===== src/report_ack_retry_scheduler_assert.svh =====
// Assertion macros used by the report scheduler controller.
`ifndef REPORT_ACK_RETRY_SCHEDULER_ASSERT_SVH
`define REPORT_ACK_RETRY_SCHEDULER_ASSERT_SVH

// Same-cycle implication, disabled during reset.
`define RARS_ASSERT_IMPL(label, ante, cons) \
  label: assert property (@(posedge clk) disable iff (rst) (ante) |-> (cons)) \
    else $error("report scheduler assertion failed");

// Next-cycle implication, disabled during reset.
`define RARS_ASSERT_NEXT(label, ante, cons) \
  label: assert property (@(posedge clk) disable iff (rst) (ante) |=> (cons)) \
    else $error("report scheduler assertion failed");

`endif


===== src/rars_pkg.sv =====
// Shared types and constants of the report scheduler.
package rars_pkg;

  localparam int RETRY_LIMIT_DEF  = 2;
  localparam int MIN_INTERVAL_DEF = 10;

  localparam logic [1:0] CFG_MODE     = 2'd0;
  localparam logic [1:0] CFG_INTERVAL = 2'd1;
  localparam logic [1:0] CFG_FIRST_TS = 2'd2;

  typedef enum logic [1:0] {
    ALM_ZERO  = 2'd0,
    ALM_GRID  = 2'd1,
    ALM_NOREF = 2'd2
  } alarm_sel_t;

  typedef struct packed {
    logic       load_in;
    logic       div_start;
    logic       out_write;
    logic [3:0] action;
    logic [9:0] delay_ms;
    logic [1:0] retries;
    alarm_sel_t alarm_sel;
  } rars_cmd_t;

  typedef struct packed {
    logic       op;
    logic       conf_active;
    logic [1:0] ack_status;
    logic       fts_nonzero;
    logic       rem_le1;
    logic       div_done;
    logic       out_free;
  } rars_status_t;

endpackage


===== src/rars_mod_unit.sv =====
// Serial 32-by-16 bit remainder unit, one quotient bit per cycle.
module rars_mod_unit import rars_pkg::*; (
  input  logic        clk,
  input  logic        rst,
  input  logic        start,
  input  logic [31:0] dividend,
  input  logic [15:0] divisor,
  output logic        done,
  output logic [15:0] rem
);

  logic        running;
  logic [4:0]  cnt;
  logic [31:0] dq;
  logic [15:0] dv;
  logic [16:0] r_sh;
  logic        ge;
  logic [16:0] r_sub;

  assign r_sh  = {rem, dq[31]};
  assign ge    = r_sh >= {1'b0, dv};
  assign r_sub = r_sh - {1'b0, dv};
  assign done  = !running;

  always_ff @(posedge clk) begin
    if (rst) begin
      running <= 1'b0;
      cnt     <= '0;
    end else if (start) begin
      running <= 1'b1;
      cnt     <= '0;
    end else if (running) begin
      cnt <= cnt + 5'd1;
      if (cnt == 5'd31) begin
        running <= 1'b0;
      end
    end
  end

  always_ff @(posedge clk) begin
    if (start) begin
      dq  <= dividend;
      dv  <= divisor;
      rem <= '0;
    end else if (running) begin
      dq  <= {dq[30:0], 1'b0};
      rem <= ge ? r_sub[15:0] : r_sh[15:0];
    end
  end

endmodule


===== src/rars_datapath.sv =====
// Datapath: configuration registers, input latch, remainder unit and output register.
module rars_datapath import rars_pkg::*; #(
  parameter int MIN_INTERVAL = MIN_INTERVAL_DEF
) (
  input  logic         clk,
  input  logic         rst,
  input  logic         cfg_valid,
  output logic         cfg_ready,
  input  logic [1:0]   cfg_index,
  input  logic [31:0]  cfg_data,
  input  logic         in_op,
  input  logic [34:0]  in_data,
  input  rars_cmd_t    cmd,
  output rars_status_t status,
  output logic         m_tvalid,
  input  logic         m_tready,
  output logic [47:0]  m_tdata
);

  localparam logic [15:0] MIN_IVL       = MIN_INTERVAL[15:0];
  localparam logic [31:0] NO_REF_OFFSET = 32'd10;

  logic        operating_mode;
  logic [15:0] report_interval;
  logic [31:0] first_timestamp;
  logic        op_r;
  logic        conf_r;
  logic [31:0] time_r;
  logic [1:0]  ack_r;
  logic [15:0] eff_interval;
  logic [15:0] rem;
  logic        div_done;
  logic [31:0] alarm;

  assign cfg_ready = 1'b1;

  always_ff @(posedge clk) begin
    if (rst) begin
      operating_mode  <= 1'b0;
      report_interval <= 16'd10;
      first_timestamp <= '0;
    end else if (cfg_valid) begin
      case (cfg_index)
        CFG_MODE:     operating_mode  <= cfg_data[0];
        CFG_INTERVAL: report_interval <= cfg_data[15:0];
        CFG_FIRST_TS: first_timestamp <= cfg_data;
        default: ;
      endcase
    end
  end

  always_ff @(posedge clk) begin
    if (cmd.load_in) begin
      op_r   <= in_op;
      conf_r <= in_data[0];
      time_r <= in_data[32:1];
      ack_r  <= in_data[34:33];
    end
  end

  assign eff_interval = (!operating_mode || report_interval < MIN_IVL) ? MIN_IVL
                                                                       : report_interval;

  rars_mod_unit u_mod (
    .clk      (clk),
    .rst      (rst),
    .start    (cmd.div_start),
    .dividend (time_r - first_timestamp),
    .divisor  (eff_interval),
    .done     (div_done),
    .rem      (rem)
  );

  // The next grid point is now - remainder + interval, all modulo 2^32.
  always_comb begin
    case (cmd.alarm_sel)
      ALM_GRID:  alarm = time_r - {16'd0, rem} + {16'd0, eff_interval};
      ALM_NOREF: alarm = time_r + NO_REF_OFFSET;
      default:   alarm = '0;
    endcase
  end

  always_ff @(posedge clk) begin
    if (rst) begin
      m_tvalid <= 1'b0;
    end else if (cmd.out_write) begin
      m_tvalid <= 1'b1;
    end else if (m_tready) begin
      m_tvalid <= 1'b0;
    end
  end

  always_ff @(posedge clk) begin
    if (cmd.out_write) begin
      m_tdata <= {cmd.retries, alarm, cmd.delay_ms, cmd.action};
    end
  end

  assign status.op          = op_r;
  assign status.conf_active = conf_r;
  assign status.ack_status  = ack_r;
  assign status.fts_nonzero = first_timestamp != '0;
  assign status.rem_le1     = rem <= 16'd1;
  assign status.div_done    = div_done;
  assign status.out_free    = !m_tvalid || m_tready;

endmodule


===== src/rars_ctrl.sv =====
// Controller: pending step, retry count and handshake sequencing.
module rars_ctrl import rars_pkg::*; #(
  parameter int RETRY_LIMIT = RETRY_LIMIT_DEF
) (
  input  logic         clk,
  input  logic         rst,
  input  logic         s_tvalid,
  output logic         s_tready,
  input  rars_status_t status,
  output rars_cmd_t    cmd
);

  `include "report_ack_retry_scheduler_assert.svh"

  typedef enum logic [3:0] {
    ST_IDLE = 4'b0001,
    ST_CALC = 4'b0010,
    ST_DIV  = 4'b0100,
    ST_WB   = 4'b1000
  } state_t;

  localparam logic [2:0] STEP_NONE   = 3'd0;
  localparam logic [2:0] STEP_SEND   = 3'd1;
  localparam logic [2:0] STEP_RESEND = 3'd2;
  localparam logic [2:0] STEP_ACK    = 3'd3;
  localparam logic [2:0] STEP_ALARM  = 3'd4;
  localparam logic [2:0] STEP_LOWPWR = 3'd5;

  localparam logic [3:0] ACT_CONF_WAIT = 4'd0;
  localparam logic [3:0] ACT_NOT_DUE   = 4'd1;
  localparam logic [3:0] ACT_DUE       = 4'd2;
  localparam logic [3:0] ACT_SEND      = 4'd3;
  localparam logic [3:0] ACT_RESEND    = 4'd4;
  localparam logic [3:0] ACT_ACK_WAIT  = 4'd5;
  localparam logic [3:0] ACT_ACK_GOT   = 4'd6;
  localparam logic [3:0] ACT_RETRY     = 4'd7;
  localparam logic [3:0] ACT_GIVE_UP   = 4'd8;
  localparam logic [3:0] ACT_ALARM     = 4'd9;
  localparam logic [3:0] ACT_LOWPOWER  = 4'd10;
  localparam logic [3:0] ACT_CLEARED   = 4'd11;

  localparam logic [1:0] ACK_RECEIVED = 2'd1;
  localparam logic [1:0] ACK_TIMEOUT  = 2'd2;

  localparam logic [9:0] DELAY_NONE  = 10'd0;
  localparam logic [9:0] DELAY_SHORT = 10'd500;
  localparam logic [9:0] DELAY_LONG  = 10'd1000;

  localparam logic [1:0] RETRY_MAX = RETRY_LIMIT[1:0];

  state_t     state;
  state_t     state_next;
  logic [2:0] step;
  logic [2:0] step_next;
  logic [1:0] retry;
  logic [1:0] retry_next;
  logic [3:0] action;
  logic [9:0] delay_ms;
  alarm_sel_t alarm_sel;
  logic       need_div;

  always_comb begin
    action     = ACT_CLEARED;
    delay_ms   = DELAY_NONE;
    alarm_sel  = ALM_ZERO;
    step_next  = step;
    retry_next = retry;
    need_div   = 1'b0;
    if (status.op) begin
      step_next = STEP_NONE;
    end else begin
      case (step)
        STEP_SEND: begin
          action    = ACT_SEND;
          delay_ms  = DELAY_LONG;
          step_next = STEP_ACK;
        end
        STEP_RESEND: begin
          action    = ACT_RESEND;
          delay_ms  = DELAY_LONG;
          step_next = STEP_ACK;
        end
        STEP_ACK: begin
          if (status.ack_status == ACK_RECEIVED) begin
            retry_next = '0;
            action     = ACT_ACK_GOT;
            step_next  = STEP_ALARM;
          end else if (status.ack_status == ACK_TIMEOUT) begin
            if (retry < RETRY_MAX) begin
              retry_next = retry + 2'd1;
              action     = ACT_RETRY;
              step_next  = STEP_RESEND;
            end else begin
              retry_next = '0;
              action     = ACT_GIVE_UP;
              step_next  = STEP_ALARM;
            end
          end else begin
            action   = ACT_ACK_WAIT;
            delay_ms = DELAY_LONG;
          end
        end
        STEP_ALARM: begin
          need_div  = status.fts_nonzero;
          alarm_sel = status.fts_nonzero ? ALM_GRID : ALM_NOREF;
          action    = ACT_ALARM;
          step_next = STEP_LOWPWR;
        end
        STEP_LOWPWR: begin
          action    = ACT_LOWPOWER;
          step_next = STEP_NONE;
        end
        default: begin
          step_next = STEP_NONE;
          if (status.conf_active) begin
            action   = ACT_CONF_WAIT;
            delay_ms = DELAY_LONG;
          end else begin
            need_div = 1'b1;
            if (status.rem_le1) begin
              action    = ACT_DUE;
              delay_ms  = DELAY_SHORT;
              step_next = STEP_SEND;
            end else begin
              action    = ACT_NOT_DUE;
              delay_ms  = DELAY_LONG;
              step_next = STEP_ALARM;
            end
          end
        end
      endcase
    end
  end

  always_comb begin
    state_next = state;
    case (state)
      ST_IDLE: if (s_tvalid) state_next = ST_CALC;
      ST_CALC: state_next = need_div ? ST_DIV : ST_WB;
      ST_DIV:  if (status.div_done) state_next = ST_WB;
      ST_WB:   if (status.out_free) state_next = ST_IDLE;
      default: state_next = ST_IDLE;
    endcase
  end

  assign s_tready      = state == ST_IDLE;
  assign cmd.load_in   = s_tvalid && (state == ST_IDLE);
  assign cmd.div_start = (state == ST_CALC) && need_div;
  assign cmd.out_write = (state == ST_WB) && status.out_free;
  assign cmd.action    = action;
  assign cmd.delay_ms  = delay_ms;
  assign cmd.retries   = retry_next;
  assign cmd.alarm_sel = alarm_sel;

  always_ff @(posedge clk) begin
    if (rst) begin
      state <= ST_IDLE;
      step  <= STEP_NONE;
      retry <= '0;
    end else begin
      state <= state_next;
      if (cmd.out_write) begin
        step  <= step_next;
        retry <= retry_next;
      end
    end
  end

  `RARS_ASSERT_IMPL(a_write_needs_room, cmd.out_write, status.out_free)
  `RARS_ASSERT_NEXT(a_start_enters_div, cmd.div_start, state == ST_DIV && !status.div_done)
  `RARS_ASSERT_NEXT(a_write_returns_idle, cmd.out_write, state == ST_IDLE)
  `RARS_ASSERT_IMPL(a_step_legal, 1'b1, step <= STEP_LOWPWR && retry <= RETRY_MAX)

endmodule


===== src/report_ack_retry_scheduler.sv =====
// Top level of the periodic report scheduler with acknowledge and retry.
// An accepted input is latched; the controller then passes the calc state, the divide state (only
// when the grid check or the aligned alarm runs the serial remainder unit) and the write-back state,
// which writes the output register once it is free. New input is taken only when back in idle.
// Reset clears the pending step, the retry count and the output valid, and loads the
// configuration defaults (normal mode, interval 10, no reference time).
module report_ack_retry_scheduler import rars_pkg::*; #(
  parameter int RETRY_LIMIT  = RETRY_LIMIT_DEF,
  parameter int MIN_INTERVAL = MIN_INTERVAL_DEF
) (
  input  logic        clk,
  input  logic        rst,
  input  logic        s_tvalid,
  output logic        s_tready,
  input  logic [39:0] s_tdata,   // conf_active, rtc_time[31:0], ack_status[1:0], zero fill
  input  logic [0:0]  s_tuser,   // op
  output logic        m_tvalid,
  input  logic        m_tready,
  output logic [47:0] m_tdata,   // action[3:0], delay_ms[9:0], alarm_time[31:0], retries_used[1:0]
  input  logic        cfg_valid,
  output logic        cfg_ready,
  input  logic [1:0]  cfg_index,
  input  logic [31:0] cfg_data
);

  rars_cmd_t    cmd;
  rars_status_t status;

  rars_ctrl #(
    .RETRY_LIMIT (RETRY_LIMIT)
  ) u_ctrl (
    .clk      (clk),
    .rst      (rst),
    .s_tvalid (s_tvalid),
    .s_tready (s_tready),
    .status   (status),
    .cmd      (cmd)
  );

  rars_datapath #(
    .MIN_INTERVAL (MIN_INTERVAL)
  ) u_datapath (
    .clk       (clk),
    .rst       (rst),
    .cfg_valid (cfg_valid),
    .cfg_ready (cfg_ready),
    .cfg_index (cfg_index),
    .cfg_data  (cfg_data),
    .in_op     (s_tuser[0]),
    .in_data   (s_tdata[34:0]),
    .cmd       (cmd),
    .status    (status),
    .m_tvalid  (m_tvalid),
    .m_tready  (m_tready),
    .m_tdata   (m_tdata)
  );

endmodule


===== config.mk =====
export PLATFORM = sky130hd
export DESIGN_NAME = report_ack_retry_scheduler
export DESIGN_NICKNAME = d
export VERILOG_FILES = /design/src/rars_pkg.sv /design/src/rars_mod_unit.sv /design/src/rars_datapath.sv /design/src/rars_ctrl.sv /design/src/report_ack_retry_scheduler.sv
export VERILOG_INCLUDE_DIRS = /design/src /design/src/src
export SDC_FILE = /design/constraint.sdc
export NUM_CORES = 1
export LEC_CHECK = 0
export BUFFER_PORTS_ARGS = -buffer_cell sky130_fd_sc_hd__buf_2
export CAP_MARGIN = 0
export CORE_MARGIN = 3
export CORE_UTILIZATION = 36
export CTS_CLUSTER_SIZE = 14
export DETAILED_ROUTE_END_ITERATION = 7
export PLACE_DENSITY = 0.57
export SYNTH_ARGS = -nofsm -noshare
export SYNTH_HDL_FRONTEND = slang
export SYNTH_SLANG_ARGS = --single-unit

===== constraint.sdc =====
create_clock -name clk -period 5.1 [get_ports clk]
set_input_delay 0.51 -clock clk [delete_from_list [all_inputs] [get_ports clk]]
set_output_delay 0.51 -clock clk [all_outputs]
set_load 0.03 [all_outputs]

==> results of run 1 <==
layout by cell type (no fill, tap or decap), drive strengths merged, types with 11 or more instances in the layout:
master	n
a211oi	34
a21o	27
a21oi	136
a31oi	14
and3	13
buf	137
clkbuf	34
dfxtp	81
edfxtp	125
fa	18
ha	98
inv	148
mux2i	15
nand2	212
nand2b	22
nand3	26
nand4	19
nor2	105
nor2b	12
nor3	24
nor4	17
o21a	12
o21ai	101
o31ai	11
xnor2	58
xor2	31
final cells by class:
type / instances / area [um2] / area share, %
inverter: 146 / 548 / 3.55
clock buffer: 34 / 691 / 4.47
timing repair buffer: 137 / 723 / 4.68
tap: 504 / 631 / 4.08
clock inverter: 12 / 104 / 0.672
sequential: 206 / 5380 / 34.8
multi-input combinational: 1116 / 7380 / 47.8
worst max path at each step:
stage | endpoint | start | cells past startpoint | slack, ns
finish | u_datapath.m_tdata[42] | u_datapath.operating_mode | 16 | 0.75
global route | u_datapath.m_tdata[42] | u_datapath.operating_mode | 16 | 0.45
CTS | u_datapath.m_tdata[42] | u_datapath.operating_mode | 16 | 0.77
detailed placement | u_datapath.m_tdata[42] | u_datapath.operating_mode | 16 | 0.81
global placement | u_datapath.m_tdata[42] | u_datapath.report_interval[3] | 16 | 0.86
floorplan | u_datapath.m_tdata[42] | u_datapath.operating_mode | 15 | 1.20
power breakdown:
part	internal, mW	switching, mW	leakage, nW
Sequential	2.00	0.312	1.87
Combinational	1.47	2.05	4.23
Clock	1.01	0.708	0.384
Total	4.47	3.07	6.48
state kept, by name, indices dropped and copies added (netlist names), 2 cells and up:
| name | cells |
|---|---|
| u_ctrl.step | 3 |
| u_datapath.time_r | 32 |
| u_datapath.u_mod.dv | 16 |
| u_datapath.u_mod.dq | 32 |
| u_datapath.u_mod.cnt | 5 |
| u_ctrl.state | 4 |
| u_datapath.ack_r | 2 |
| u_datapath.report_interval | 16 |
| u_ctrl.retry | 2 |
| u_datapath.m_tdata | 41 |
| u_datapath.first_timestamp | 32 |
| u_datapath.u_mod.rem | 16 |
per-stage QoR:
step	area, um2	utilization, %	instances
3_5_place_dp	14700	39.7	2109
2_1_floorplan	13600	-	1535
6_report	15500	41.9	2155
5_1_grt	15500	41.9	2155
3_3_place_gp	14700	39.7	2109
4_1_cts	15500	41.9	2155
cells by family (layout without fill, tap and decap cells):
logic type                 count (synthesis)  in the layout  share of synthesized area (%)
DFF                                      206            206                           39.5
muxes                                     16             16                           1.19
buffers and inverters                    213            329                           6.29
other                                      2              3                         0.0552
and+or+nand+nor                          498            498                           17.3
xor gates and xnor gates                  89             89                           5.73
adders and majority gates                116            116                           11.7
AOI/OAI and AO/OA                        394            394                           18.2
routing by layer:
layer  global-route usage [%]  part of all wire [%]  vias up
met5                        0                     0        -
met2                     28.4                    45      256
met1                     24.1                    48     5227
li1                         -                     -     5603
met3                     2.70                   4.6       45
met4                     4.29                   2.3        0
==> results.toml, run 1 <==
[worst_setup_path]
slowest_delay_ns = 0.54
criticalPathCategory = "reg -> reg"
cp_cell_sequence = "inv_1 > a41oi_1 > buf_4 > nand2b_1 > fa_1 > inv_1 > fa_1 > nor2b_1 > o31a_1 > o21ai_0 > a211oi_2 > nor2_1 > o31ai_2 > a41oi_1 > or4b_1 > nand3_1"
critPathLaunchType = "register"
crit_slowest_cell = "fa_1"
r2r_cells = 16
worstSetupEndpointType = "register"
r2r-start = "u_datapath.operating_mode"
rrSetupSlack_ns = 0.75
critPathBufInv = 3
cp.arrival_ns = 4.76
r2r_end = "u_datapath.m_tdata[42]"
crit_required_ns = 5.51
path_max_fanout = 10
cp_top_family = "compound AO/OA/AOI/OAI gates"

[yosys]
synthTopCellsByCount = "nand2_1 (212), inv_1 (146), a21oi_1 (136)"
async_reset_ff_share_pct = 0
yosysTopAreaCellShare_pct = 27.6
synth_edf_count = 125
ys_ff_latch = 206
synthDistinctLibCells = 86
synthTopCellsByArea = "edfxtp_1 (28%), dfxtp_1 (12%), ha_1 (9.0%), nand2_1 (5.9%), a21oi_1 (5.0%)"
syn_area_mm2 = 0.0136
syn_inst = 1534
synth.avg_cell_area_um2 = 8.86
synth_seq_area_share_pct = 39.5
yosysMostFrequentCell = "nand2_1"
ys_warn_count = 0
yosysTopAreaCell = "edfxtp_1"
synth-main-ff-cell = "edfxtp_1"

[clocking]
clock_latency_ns = 0.55
clock-root-buffer = "clkbuf_16"
clk_pin_slew_ns = 0.06
clockBufferDepth = 3
clock_sinks = 206
holdBufCountCts = 0
cts-resized-gates = 0
cts_max_level = 1
post-cts-setup-buffers = 0
cts_buffers = 25
cts_tree = "yes"

[hold_path]
min_to = "u_datapath.time_r[8]"
hp-start = "s_tdata[9]"
hp-class = "in -> reg"
min_path_cells = 1

[sta]
setup_ws_ns = 0.745
post-route-period-util_pct = 85.4
worst_hold_slack_ns = 0.132
setup_tns_ns = 0
period_minus_slack_ns = 4.35
slew-limit-headroom_pct = 30.4
fmaxAchievable_ghz = 0.230
grt_setup_unrepaired = "no"
tightest_slew_ns = 1.04
skew_ns = 0.0237
hold_violations = 0
drv_slew = 0
setup_violations = 0

[floorplanning]
die_h_um = 200
dieArea_mm2 = 0.0401
core_region_area_mm2 = 0.0369
boundaryPins = 131
die_x_um = 200
start_util_pct = 36.9
rows = 70

[grt]
grt_usage_pct = 17.3
antenna_found_initial = 0
grt_max_degree = 62
overflow = 0
grt_pass1_wl_um = 57000
grt_pass1_vias = 10700

[power_and_ir_drop]
ir_drop_uv = 294
fin_total_pwr_mw = 7.53
pwr_density_cell_mw_per_mm2 = 488
power.leakage_nw = 6.48

[layout]
syn2layout_area_growth_pct = 13.7
nets = 1828
drive_gt1_share_pct = 11.7
diodes = 0
fillers = 3738

[placement]
post-place-ws_ns = 0.810
place_congestion = 0.899
hpwl_um = 27800
io_buffers = 122

[routing]
avgRoutedWirePerCell_um = 16.7
dr.pass1.iters = 7
drtIter0Drc = 683
drt_wl_total_um = 36000
drc = 0
ant_nets = 0
viasPerCell = 5.17
routed-via-count = 11100

[run_status]
status = "complete, no violations"

[job]
cap_violations = 0
(Power assumes the default switching activity.)
==> run 2, diff against run 1 <==
==> constraint.sdc (replaced) <==
create_clock -name clk -period 5.1 [get_ports clk]
set_input_delay 0.765 -clock clk [delete_from_list [all_inputs] [get_ports clk]]
set_output_delay 0.765 -clock clk [all_outputs]
set_load 0.03 [all_outputs]
==> run 2 against run 1 <==
First-iteration DRC count up 5.9%. Core utilization barely moved. Clock-buffer cell count increased by 1. Power hardly changed. Via count up 0.54%.
==> results.toml, run 2 (synthesis gave the netlist of run 1 again) <==
[run_status]
status = "complete, no violations"

[placement]
hpwl_um = 27800
place_congestion = 0.897
placed_area_mm2 = 0.0146
dp_cells = 2108
io_buffers = 122

[worst_setup_path]
cp_cell_sequence = "inv_1 > a41oi_1 > buf_4 > nand2b_1 > fa_1 > inv_1 > fa_1 > nor2b_1 > o31a_1 > o21ai_0 > a211oi_2 > nor2_1 > o31ai_2 > a41oi_1 > or4b_1 > nand3_1"
criticalPathCategory = "reg -> reg"
crit_required_ns = 5.49
critPathLaunchType = "register"
path_max_fanout = 10
cp.arrival_ns = 4.72
worstSetupEndpointType = "register"
rrSetupSlack_ns = 0.77
slowest_delay_ns = 0.53
crit_slowest_cell = "fa_1"

[clocking]
clock_sinks = 206
clk_pin_slew_ns = 0.06
cts_max_level = 1
post-cts-setup-buffers = 0
clock-root-buffer = "clkbuf_16"
clockBufferDepth = 3
cts_buffers = 25
clock_latency_ns = 0.54
cts_tree = "yes"
cts-resized-gates = 0
holdBufCountCts = 0

[sta]
fmaxAchievable_ghz = 0.231
period_minus_slack_ns = 4.33
setup_violations = 0
hold_violations = 0
drv_slew = 0
slew-limit-headroom_pct = 30.9
tightest_slew_ns = 1.04
setup_tns_ns = 0
skew_ns = 0.0219
post-route-period-util_pct = 85.0
grt_setup_unrepaired = "no"

[floorplanning]
core_region_area_mm2 = 0.0369
rows = 70
start_util_pct = 36.9
boundaryPins = 131
die_x_um = 200
dieArea_mm2 = 0.0401
die_h_um = 200

[routing]
ant_nets = 0
drt_wl_total_um = 36000
drtIter0Drc = 723
viasPerCell = 5.20
dr.pass1.iters = 5
routed-via-count = 11200
drc = 0
avgRoutedWirePerCell_um = 16.7

[layout]
final_design_area_no_fill_mm2 = 0.0154
regMostFlops = "u_datapath.m_tdata"
largest_register_ffs = 41
final_cell_mix = "nand2_1 (211), inv_1 (146), a21oi_1 (136)"
diodes = 0
syn2layout_area_growth_pct = 13.6
nets = 1827
drive_gt1_share_pct = 11.9
final_common_cell = "nand2_1"
finalNonFillerCells = 2154

[grt]
grt_max_degree = 62
grt_usage_pct = 17.4
grt_pass1_wl_um = 57400
antenna_found_initial = 0
grt_pass1_vias = 10500
overflow = 0

[power_and_ir_drop]
power.leakage_nw = 6.48
switchingPower_mw = 3.06
p_seq_share_pct = 30.6
ir_drop_uv = 336
fin_total_pwr_mw = 7.53
pwr_density_cell_mw_per_mm2 = 488
p_int_mw = 4.47
clkPwrFrac_pct = 22.8
power_frac_comb_pct = 46.6
netSwitchingFraction_pct = 40.6

[hold_path]
hp-class = "in -> reg"

[job]
cap_violations = 0
run 2: cell count changes in the layout (fill, tap and decap cells not counted):
cell	before	now
buf_4	15	14
clkbuf_1	7	6
clkbuf_16	26	25
clkbuf_8	1	4
clkinv_1	5	2
clkinv_2	2	4
clkinv_4	1	2
clkinvlp_4	1	0
inv_16	1	0
inv_4	0	1
run 2: power groups by stage:
stage | logic, mW | clock network [mW] | registers, mW
CTS | 3.50 | 1.77 | 2.31
global placement | 3.44 | 0 | 2.34
floorplan | 2.81 | 0 | 2.20
finish | 3.51 | 1.72 | 2.31
global route | 3.99 | 1.83 | 2.34
detailed placement | 3.47 | 0 | 2.34
run 2: cell type report:
cell class | count | area, um2
Fill cell | 3717 | 21400
Inverter | 146 | 548
Sequential cell | 206 | 5380
Clock inverter | 11 | 90.1
Timing Repair Buffer | 136 | 716
Multi-Input combinational cell | 1116 | 7380
Clock buffer | 35 | 703
Tap cell | 504 | 631
run 2: final timing paths:
kind	end	startpoint	cells past startpoint
setup / recovery	u_datapath.m_tdata[42]	u_datapath.operating_mode	16
hold / removal	u_datapath.time_r[10]	s_tdata[11]	1
setup reg to reg	u_datapath.m_tdata[42]	u_datapath.operating_mode	16
hold reg to reg	u_datapath.first_timestamp[14]	u_datapath.first_timestamp[14]	2
run 2: metal layers:
layer | global-route usage [%] | share of wire (%) | wire [um] | up-vias
met5 | 0 | 0 | 0 | -
met4 | 4.12 | 1.9 | 669 | 0
met3 | 2.34 | 5.3 | 1910 | 44
met2 | 28.6 | 45 | 16300 | 285
met1 | 24.5 | 48 | 17100 | 5279
li1 | - | - | - | 5583
run 2: stage by stage:
step / hold slack [ns] / worst slack [ns] / util (%)
after floorplan: 0.432 / 1.20 / -
after global placement: 0.459 / 0.846 / 39.7
after detailed placement: 0.465 / 0.797 / 39.7
after CTS: 0.371 / 0.752 / 41.9
after global routing: 0.376 / 0.501 / 41.9
final: 0.401 / 0.766 / 41.9
run 2: worst max-delay path: cells and delay by family (launching register included):
| kind | cells | cell delay, ns |
|---|---|---|
| AND/OR/NAND/NOR | 5 | 1.01 |
| buffers and inverters | 3 | 0.34 |
| flip-flops | 1 | 0.43 |
| adder cells (fa/ha/maj) | 2 | 0.98 |
| AO/OA/AOI/OAI | 6 | 1.41 |
